[config.mk]
export PLATFORM = sky130hd
export DESIGN_NAME = md5_digest_engine_unit
export DESIGN_NICKNAME = d
export VERILOG_FILES = /design/src/sv/md5de_pkg.sv /design/src/sv/md5_digest_engine_unit.sv
export SDC_FILE = /design/constraint.sdc
export NUM_CORES = 2
export LEC_CHECK = 0
export ABC_AREA = 1
export BUFFER_PORTS_ARGS = -buffer_cell sky130_fd_sc_hd__buf_2
export CAP_MARGIN = 15
export CORE_ASPECT_RATIO = 0.5
export CORE_MARGIN = 8
export CORE_UTILIZATION = 25
export DETAILED_ROUTE_END_ITERATION = 7
export GPL_TIMING_DRIVEN = 0
export SLEW_MARGIN = 0
export SYNTH_ARGS = -nofsm -noshare
export SYNTH_HDL_FRONTEND = slang
export SYNTH_SLANG_ARGS = --single-unit
[constraint.sdc]
create_clock -name clk -period 8.65 [get_ports clk]
set_input_delay 1.2975 -clock clk [delete_from_list [all_inputs] [get_ports clk]]
set_output_delay 1.2975 -clock clk [all_outputs]
set_load 0.02 [all_outputs]
[src/sv/md5de_pkg.sv]
`default_nettype none

package md5de_pkg;

    typedef enum logic [2:0] {
        ST_IDLE,
        ST_PAD,
        ST_ROUND,
        ST_ADD,
        ST_OUT
    } state_t;

    localparam logic [31:0] IV_A = 32'h67452301;
    localparam logic [31:0] IV_B = 32'hefcdab89;
    localparam logic [31:0] IV_C = 32'h98badcfe;
    localparam logic [31:0] IV_D = 32'h10325476;

    localparam logic [31:0] PAD_MARK = 32'h00000080;
    localparam logic [3:0]  LAST_POS = 4'd15;
    localparam logic [3:0]  LEN_POS  = 4'd14;
    localparam logic [5:0]  LAST_RND = 6'd63;

    // Message word index used by each round
    function automatic logic [3:0] msg_index(input logic [5:0] rnd);
        logic [3:0] j;
        logic [3:0] g;
        begin
            j = rnd[3:0];
            case (rnd[5:4])
                2'd0:    g = j;
                2'd1:    g = 4'((j << 2) + j + 4'd1);
                2'd2:    g = 4'((j << 1) + j + 4'd5);
                default: g = 4'((j << 3) - j);
            endcase
            return g;
        end
    endfunction

    function automatic logic [4:0] rot_amount(input logic [5:0] rnd);
        logic [4:0] s;
        begin
            case ({rnd[5:4], rnd[1:0]})
                4'h0:    s = 5'd7;
                4'h1:    s = 5'd12;
                4'h2:    s = 5'd17;
                4'h3:    s = 5'd22;
                4'h4:    s = 5'd5;
                4'h5:    s = 5'd9;
                4'h6:    s = 5'd14;
                4'h7:    s = 5'd20;
                4'h8:    s = 5'd4;
                4'h9:    s = 5'd11;
                4'ha:    s = 5'd16;
                4'hb:    s = 5'd23;
                4'hc:    s = 5'd6;
                4'hd:    s = 5'd10;
                4'he:    s = 5'd15;
                default: s = 5'd21;
            endcase
            return s;
        end
    endfunction

    function automatic logic [31:0] rotl32(input logic [31:0] x, input logic [4:0] s);
        logic [63:0] t;
        begin
            t = {x, x} << s;
            return t[63:32];
        end
    endfunction

    function automatic logic [31:0] round_const(input logic [5:0] rnd);
        logic [31:0] k;
        begin
            case (rnd)
                6'd0:  k = 32'hd76aa478;
                6'd1:  k = 32'he8c7b756;
                6'd2:  k = 32'h242070db;
                6'd3:  k = 32'hc1bdceee;
                6'd4:  k = 32'hf57c0faf;
                6'd5:  k = 32'h4787c62a;
                6'd6:  k = 32'ha8304613;
                6'd7:  k = 32'hfd469501;
                6'd8:  k = 32'h698098d8;
                6'd9:  k = 32'h8b44f7af;
                6'd10: k = 32'hffff5bb1;
                6'd11: k = 32'h895cd7be;
                6'd12: k = 32'h6b901122;
                6'd13: k = 32'hfd987193;
                6'd14: k = 32'ha679438e;
                6'd15: k = 32'h49b40821;
                6'd16: k = 32'hf61e2562;
                6'd17: k = 32'hc040b340;
                6'd18: k = 32'h265e5a51;
                6'd19: k = 32'he9b6c7aa;
                6'd20: k = 32'hd62f105d;
                6'd21: k = 32'h02441453;
                6'd22: k = 32'hd8a1e681;
                6'd23: k = 32'he7d3fbc8;
                6'd24: k = 32'h21e1cde6;
                6'd25: k = 32'hc33707d6;
                6'd26: k = 32'hf4d50d87;
                6'd27: k = 32'h455a14ed;
                6'd28: k = 32'ha9e3e905;
                6'd29: k = 32'hfcefa3f8;
                6'd30: k = 32'h676f02d9;
                6'd31: k = 32'h8d2a4c8a;
                6'd32: k = 32'hfffa3942;
                6'd33: k = 32'h8771f681;
                6'd34: k = 32'h6d9d6122;
                6'd35: k = 32'hfde5380c;
                6'd36: k = 32'ha4beea44;
                6'd37: k = 32'h4bdecfa9;
                6'd38: k = 32'hf6bb4b60;
                6'd39: k = 32'hbebfbc70;
                6'd40: k = 32'h289b7ec6;
                6'd41: k = 32'heaa127fa;
                6'd42: k = 32'hd4ef3085;
                6'd43: k = 32'h04881d05;
                6'd44: k = 32'hd9d4d039;
                6'd45: k = 32'he6db99e5;
                6'd46: k = 32'h1fa27cf8;
                6'd47: k = 32'hc4ac5665;
                6'd48: k = 32'hf4292244;
                6'd49: k = 32'h432aff97;
                6'd50: k = 32'hab9423a7;
                6'd51: k = 32'hfc93a039;
                6'd52: k = 32'h655b59c3;
                6'd53: k = 32'h8f0ccc92;
                6'd54: k = 32'hffeff47d;
                6'd55: k = 32'h85845dd1;
                6'd56: k = 32'h6fa87e4f;
                6'd57: k = 32'hfe2ce6e0;
                6'd58: k = 32'ha3014314;
                6'd59: k = 32'h4e0811a1;
                6'd60: k = 32'hf7537e82;
                6'd61: k = 32'hbd3af235;
                6'd62: k = 32'h2ad7d2bb;
                default: k = 32'heb86d391;
            endcase
            return k;
        end
    endfunction

endpackage

`default_nettype wire

[src/sv/md5_digest_engine_unit.sv]
`default_nettype none
// A plain word is only written to the block buffer; the sixteenth word of a block starts
// 64 rounds, one per cycle through the single round unit, followed by the chaining add.
// Words are taken only while idle; busy stays high while a block is compressed.
// Last word: padding is written one word a cycle, with one or two more compressions;
// the digest appears for one cycle on done, which the receiver cannot stall.
// Reset: chaining words return to the MD5 initial values; the block buffer is not cleared.

module md5_digest_engine_unit (
    input  wire logic        clk,
    input  wire logic        rst_n,
    input  wire logic        start,
    output logic             busy,
    input  wire logic [31:0] data_word,
    input  wire logic [2:0]  byte_count,
    input  wire logic        last_word,
    output logic             done,
    output logic [31:0]      digest_a,
    output logic [31:0]      digest_b,
    output logic [31:0]      digest_c,
    output logic [31:0]      digest_d
);

    md5de_pkg::state_t state_reg, state_next;

    // Block buffer: one synchronous memory, one write and one registered read a cycle
    logic [31:0] buf_mem [16];
    logic [31:0] rdata_reg;
    logic        mem_we;
    logic [31:0] mem_wdata;
    logic [3:0]  mem_raddr;

    logic [3:0]  pos_reg, pos_next;
    logic [60:0] bytes_reg, bytes_next;
    logic [5:0]  rnd_reg, rnd_next;
    logic        need80_reg, need80_next;   // full last word: marker still to write
    logic        final_reg, final_next;     // message is being closed
    logic        lenlo_reg, lenlo_next;     // low length word written
    logic        lendone_reg, lendone_next; // high length word written
    logic [31:0] chain_reg [4];
    logic [31:0] chain_next [4];
    logic [31:0] work_reg [4];
    logic [31:0] work_next [4];

    logic        accept;
    logic        wrap;
    logic [63:0] bit_len;
    logic [31:0] keep_mask;
    logic [31:0] mark_word;
    logic [2:0]  cnt_clamped;
    logic [31:0] f_val;
    logic [31:0] sum_val;
    logic [31:0] b_new;

    assign busy     = (state_reg != md5de_pkg::ST_IDLE);
    assign accept   = start && !busy;
    assign wrap     = mem_we && (pos_reg == md5de_pkg::LAST_POS);
    assign bit_len  = {bytes_reg, 3'b000};
    assign done     = (state_reg == md5de_pkg::ST_OUT);
    assign digest_a = chain_reg[0];
    assign digest_b = chain_reg[1];
    assign digest_c = chain_reg[2];
    assign digest_d = chain_reg[3];

    // Byte counts above four count as a full word
    assign cnt_clamped = byte_count[2] ? 3'd4 : byte_count;

    // Short last word: clear the unused bytes and drop the marker right above the kept ones
    always_comb
    begin
        case (byte_count[1:0])
            2'd0:    keep_mask = 32'h00000000;
            2'd1:    keep_mask = 32'h000000ff;
            2'd2:    keep_mask = 32'h0000ffff;
            default: keep_mask = 32'h00ffffff;
        endcase
        mark_word = (data_word & keep_mask)
                  | (md5de_pkg::PAD_MARK << {byte_count[1:0], 3'b000});
    end

    // One MD5 step on the working words; rdata_reg holds this round's message word
    always_comb
    begin
        case (rnd_reg[5:4])
            2'd0:    f_val = (work_reg[1] & work_reg[2]) | (~work_reg[1] & work_reg[3]);
            2'd1:    f_val = (work_reg[1] & work_reg[3]) | (work_reg[2] & ~work_reg[3]);
            2'd2:    f_val = work_reg[1] ^ work_reg[2] ^ work_reg[3];
            default: f_val = work_reg[2] ^ (work_reg[1] | ~work_reg[3]);
        endcase
        sum_val = work_reg[0] + f_val + md5de_pkg::round_const(rnd_reg) + rdata_reg;
        b_new   = work_reg[1]
                + md5de_pkg::rotl32(sum_val, md5de_pkg::rot_amount(rnd_reg));
    end

    // Next state
    always_comb
    begin
        state_next = state_reg;
        case (state_reg)
            md5de_pkg::ST_IDLE:
            begin
                if (accept)
                begin
                    if (wrap)
                        state_next = md5de_pkg::ST_ROUND;
                    else if (last_word)
                        state_next = md5de_pkg::ST_PAD;
                end
            end
            md5de_pkg::ST_PAD:
            begin
                if (wrap)
                    state_next = md5de_pkg::ST_ROUND;
            end
            md5de_pkg::ST_ROUND:
            begin
                if (rnd_reg == md5de_pkg::LAST_RND)
                    state_next = md5de_pkg::ST_ADD;
            end
            md5de_pkg::ST_ADD:
            begin
                if (!final_reg)
                    state_next = md5de_pkg::ST_IDLE;
                else if (lendone_reg)
                    state_next = md5de_pkg::ST_OUT;
                else
                    state_next = md5de_pkg::ST_PAD;
            end
            md5de_pkg::ST_OUT:
                state_next = md5de_pkg::ST_IDLE;
            default:
                state_next = md5de_pkg::ST_IDLE;
        endcase
    end

    // Datapath control and register next values
    always_comb
    begin
        mem_we       = 1'b0;
        mem_wdata    = data_word;
        // Outside the rounds, prefetch word 0 for the first round
        mem_raddr    = 4'd0;
        pos_next     = pos_reg;
        bytes_next   = bytes_reg;
        rnd_next     = rnd_reg;
        need80_next  = need80_reg;
        final_next   = final_reg;
        lenlo_next   = lenlo_reg;
        lendone_next = lendone_reg;
        for (int i = 0; i < 4; i++)
        begin
            chain_next[i] = chain_reg[i];
            work_next[i]  = work_reg[i];
        end

        case (state_reg)
            md5de_pkg::ST_IDLE:
            begin
                if (accept)
                begin
                    mem_we = 1'b1;
                    if (!last_word)
                    begin
                        mem_wdata  = data_word;
                        bytes_next = bytes_reg + 61'd4;
                    end
                    else
                    begin
                        final_next = 1'b1;
                        bytes_next = bytes_reg + 61'(cnt_clamped);
                        if (cnt_clamped == 3'd4)
                        begin
                            mem_wdata   = data_word;
                            need80_next = 1'b1;
                        end
                        else
                            mem_wdata = mark_word;
                    end
                end
            end
            md5de_pkg::ST_PAD:
            begin
                mem_we = 1'b1;
                if (need80_reg)
                begin
                    mem_wdata   = md5de_pkg::PAD_MARK;
                    need80_next = 1'b0;
                end
                else if ((pos_reg == md5de_pkg::LAST_POS) && lenlo_reg)
                begin
                    mem_wdata    = bit_len[63:32];
                    lendone_next = 1'b1;
                end
                else if (pos_reg == md5de_pkg::LEN_POS)
                begin
                    mem_wdata  = bit_len[31:0];
                    lenlo_next = 1'b1;
                end
                else
                    mem_wdata = 32'h0;
            end
            md5de_pkg::ST_ROUND:
            begin
                // Fetch the word for the following round
                mem_raddr    = md5de_pkg::msg_index(6'(rnd_reg + 6'd1));
                work_next[0] = work_reg[3];
                work_next[1] = b_new;
                work_next[2] = work_reg[1];
                work_next[3] = work_reg[2];
                rnd_next     = 6'(rnd_reg + 6'd1);
            end
            md5de_pkg::ST_ADD:
            begin
                for (int i = 0; i < 4; i++)
                    chain_next[i] = chain_reg[i] + work_reg[i];
            end
            md5de_pkg::ST_OUT:
            begin
                // Drop the finished message and restart from the initial values
                chain_next[0] = md5de_pkg::IV_A;
                chain_next[1] = md5de_pkg::IV_B;
                chain_next[2] = md5de_pkg::IV_C;
                chain_next[3] = md5de_pkg::IV_D;
                for (int i = 0; i < 4; i++)
                    work_next[i] = 32'h0;
                bytes_next   = '0;
                final_next   = 1'b0;
                need80_next  = 1'b0;
                lenlo_next   = 1'b0;
                lendone_next = 1'b0;
            end
            default:
            begin
                mem_we = 1'b0;
            end
        endcase

        if (mem_we)
            pos_next = 4'(pos_reg + 4'd1);

        // Load the working words as a block compression starts
        if (wrap)
        begin
            for (int i = 0; i < 4; i++)
                work_next[i] = chain_reg[i];
            rnd_next = 6'd0;
        end
    end

    always_ff @(posedge clk)
    begin
        if (mem_we)
            buf_mem[pos_reg] <= mem_wdata;
        rdata_reg <= buf_mem[mem_raddr];
    end

    always_ff @(posedge clk or negedge rst_n)
    begin
        if (!rst_n)
        begin
            state_reg    <= md5de_pkg::ST_IDLE;
            pos_reg      <= 4'd0;
            bytes_reg    <= '0;
            rnd_reg      <= 6'd0;
            need80_reg   <= 1'b0;
            final_reg    <= 1'b0;
            lenlo_reg    <= 1'b0;
            lendone_reg  <= 1'b0;
            chain_reg[0] <= md5de_pkg::IV_A;
            chain_reg[1] <= md5de_pkg::IV_B;
            chain_reg[2] <= md5de_pkg::IV_C;
            chain_reg[3] <= md5de_pkg::IV_D;
            for (int i = 0; i < 4; i++)
                work_reg[i] <= 32'h0;
        end
        else
        begin
            state_reg   <= state_next;
            pos_reg     <= pos_next;
            bytes_reg   <= bytes_next;
            rnd_reg     <= rnd_next;
            need80_reg  <= need80_next;
            final_reg   <= final_next;
            lenlo_reg   <= lenlo_next;
            lendone_reg <= lendone_next;
            for (int i = 0; i < 4; i++)
            begin
                chain_reg[i] <= chain_next[i];
                work_reg[i]  <= work_next[i];
            end
        end
    end

endmodule

`default_nettype wire
==> impl_results.md <==
- H-Tree Depth: 3
- Overall Power: 8.56 mW
- Dpl ws: -1.71 ns
- Max reg flops: 512
- Filler cell count: approximately 24,000
- Top fanout value on the critical path: 10
- Final worst slack: approximately 0.32 ns
- Slew margin rel.: roughly an eighth
- IO buf count: between 150 and 200
- Synthesized instance count: 6,773
- Wire per inst: 24.1 um
- Syn Nets: between 7,000 and 8,000
- Final Slew Violations: 0
- Period utilization: a little over nine tenths
- Max stage delay on crit path: 0.55 ns
- Element type at the critical path start: register
- Largest area contributor in the netlist: edfxtp_1
- Die X: 682 um
- Top delay family on crit path: compound AO/OA/AOI/OAI gates
- # clock sinks: 878
- Clk_lat worst skew: around 0.71 ns
- Final core occ: between 20% and 30%
- Worst slew pin tran: approximately 1.3 ns
- Fin crit period: roughly 8.3 ns
- Slowest CP cell: fa_1
- DR pass1 iterations: 6
- Total wire length: 245 mm
- Fmax: 120 MHz
- Vias per std cell: approximately 5.2
- Ports: ~170
- Status: finished, final reports clean
- Die ar.: approximately 0.24 sq mm
- Share of cells above drive strength 1: under 10%
- Critical path class: register to register
- Primary FF master, synth: edfxtp_1
- Seq. cell area: 0.0245 sq mm
- Crit. End Element: register
- Vias: roughly 53,000
- Post-synth EDFFs: just over 500
- Via count of the first global-routing pass: roughly 50,000
- Total CTS buffers: 89
- CTS tree: done
- Post-synthesis sequential area ratio: roughly 44%
- Initial DRC count: roughly 6,800
- Grt total ovfl: 0
- Fraction of registers with async set or reset after synthesis: a little under two fifths
- Most common cell after layout, fill and taps aside: nand2_1
- Clk slew on worst S/H paths: about 0.07 ns
- Core box area: 0.221 sq mm
- Number of synthesized register bits: between 800 and 900
- Worst Path Required: roughly 9.2 ns
- Antenna violations before repair: 10
- Remaining DRCs: 0
- Worst Path Arrival: ~8.9 ns
- Largest net degree at the start of global routing: 96
- Tot GR Track Use: between 10% and 20%
- Most frequent cells in the layout: nand2_1 (1,282), inv_1 (894), o21ai_0 (760)
- First-pass GRT wire length: approximately 350 mm
- Setup TNS: 0 ns
- Pwr Density: between 100 and 150 mW/mm^2
- Distinct cells, synth: 69
- Die Height: about 350 um
- Std-Cell Rows: 122
- Hold Crit Class: register to register
- Critical Path Most Common Cell: nand2_1
- Nets: roughly 7,400
- Netlist area before placement: 0.0554 sq mm
- Leak: approximately 28 nW
- Fin Hold WS: between 0.5 and 0.6 ns
- Post-route ant nets: 0
- Starting Density: between 20% and 30%
- Max Buffers Root-to-Sink: 3
- Hold violation total from the final report: 0
- Area grow syn2layout: 16.4%
- CP Buf/Inv Count: 4
- Clock skew after layout: approximately 0.035 ns
- Setup violations, final: 0
- # Max-Cap Violations: 0
- Gpl congestion: between 1 and 1.5
- Footprint of the multi-input gates: 0.0267 sq mm
- Syn Area/Cell: a little over 8 sq um
- Clk root buf: clkbuf_16
- Dominant cells by area after synthesis: edfxtp_1 (28%), dfrtp_1 (12%), nand2_1 (8.7%), o21ai_0 (7.1%), inv_1 (6.1%)
- Dpl hpwl: 191 mm
- Share of the synthesized area in the top cell type: 27.8%
- VDD IR-drop max: around 0.00013 V
- Syn. warnings: 0
==> final cells by class <==
class / count / area share, %
Antenna cell: 3 / 0.0116
Clock buffer: 122 / 3.84
Sequential cell: 878 / 37.9
Inverter: 922 / 5.42
Clock inverter: 42 / 0.732
Timing Repair Buffer: 242 / 2.83
Multi-Input combinational cell: 4681 / 41.4
Tap cell: 2976 / 5.78
Buffer: 290 / 2.03
==> layer usage <==
| metal | part of all wire (%) | global-route usage [%] | vias up | wire length (um) |
|---|---|---|---|---|
| met2 | 45 | 31.5 | 2816 | 110000 |
| met3 | 8.8 | 3.37 | 649 | 21600 |
| li1 | - | - | 24000 | - |
| met5 | 0.016 | 0 | - | 38 |
| met4 | 6.7 | 11.5 | 6 | 16500 |
| met1 | 40 | 24.9 | 25800 | 97000 |
==> repair_timing <==
action | CTS | global route
setup buffers | 6 | 11
endpoints found under the hold margin | 0 | 0
cloned | 0 | 0
gates resized for setup | 64 | 107
hold buffers | 0 | 0
pin swaps | 2 | 5
endpoints found under the setup margin | 31 | 16
==> power by group <==
part           internal (mW)  switching, mW
sequential              4.44              0
combinational         0.0243         0.0967
clock                   2.20           1.80
==> cell usage after synthesis, types with 5 or more instances <==
library cell	n
o31ai_1	45
inv_1	900
nor4_1	27
o221ai_1	79
clkbuf_1	189
fa_1	69
mux2i_1	65
nor2_1	382
buf_2	55
a221oi_1	25
nand2_2	5
o21ai_0	783
xnor2_1	37
nor3_1	92
buf_4	14
edfxtp_1	512
o22ai_1	67
a21o_1	16
a31oi_1	48
xor2_1	53
nand3_1	374
a22oi_1	14
o211ai_1	120
nand4_1	37
dfrtp_1	270
dfstp_2	64
a211oi_1	13
buf_1	34
nand2_1	1285
nor2_2	7
ha_1	224
a21boi_0	9
o2111ai_1	5
a21oi_1	517
inv_2	17
nand3b_1	5
dfxtp_1	32
o21a_1	14
o21ai_1	180
o21bai_1	13
or2_2	18
==> stage by stage <==
step	instances	cell area [sq um]
floorplan	6773	55400
CTS	10100	64100
detailed placement	9969	60900
global placement	9917	59900
global route	10200	64500
finish	10200	64500
==> kinds of logic after synthesis <==
family          after synthesis  synth area share (%)
mux                          65                  1.17
fa+ha+maj                   293                  7.56
flops                       878                  44.2
buf+inv                    1214                  8.45
xor+xnor                     91                  1.45
compound gates             1977                  20.2
simple gates               2255                  17.0
==> path summary, 6_finish.rpt <==
kind / from / end / slack, ns / depth (start not counted)
max in group asynchronous: rst_n / rnd_reg[2] / 6.57 / 3
hold / removal: bytes_reg[31] / bytes_reg[31] / 0.50 / 1
setup reg to reg: rnd_reg[4] / work_reg[93] / 0.32 / 38
min in group asynchronous: rst_n / digest_b[14] / 0.62 / 1
hold reg to reg: bytes_reg[31] / bytes_reg[31] / 0.50 / 1
setup / recovery: rnd_reg[4] / work_reg[93] / 0.32 / 38
No activity file was read; power rests on OpenSTA's default activity.
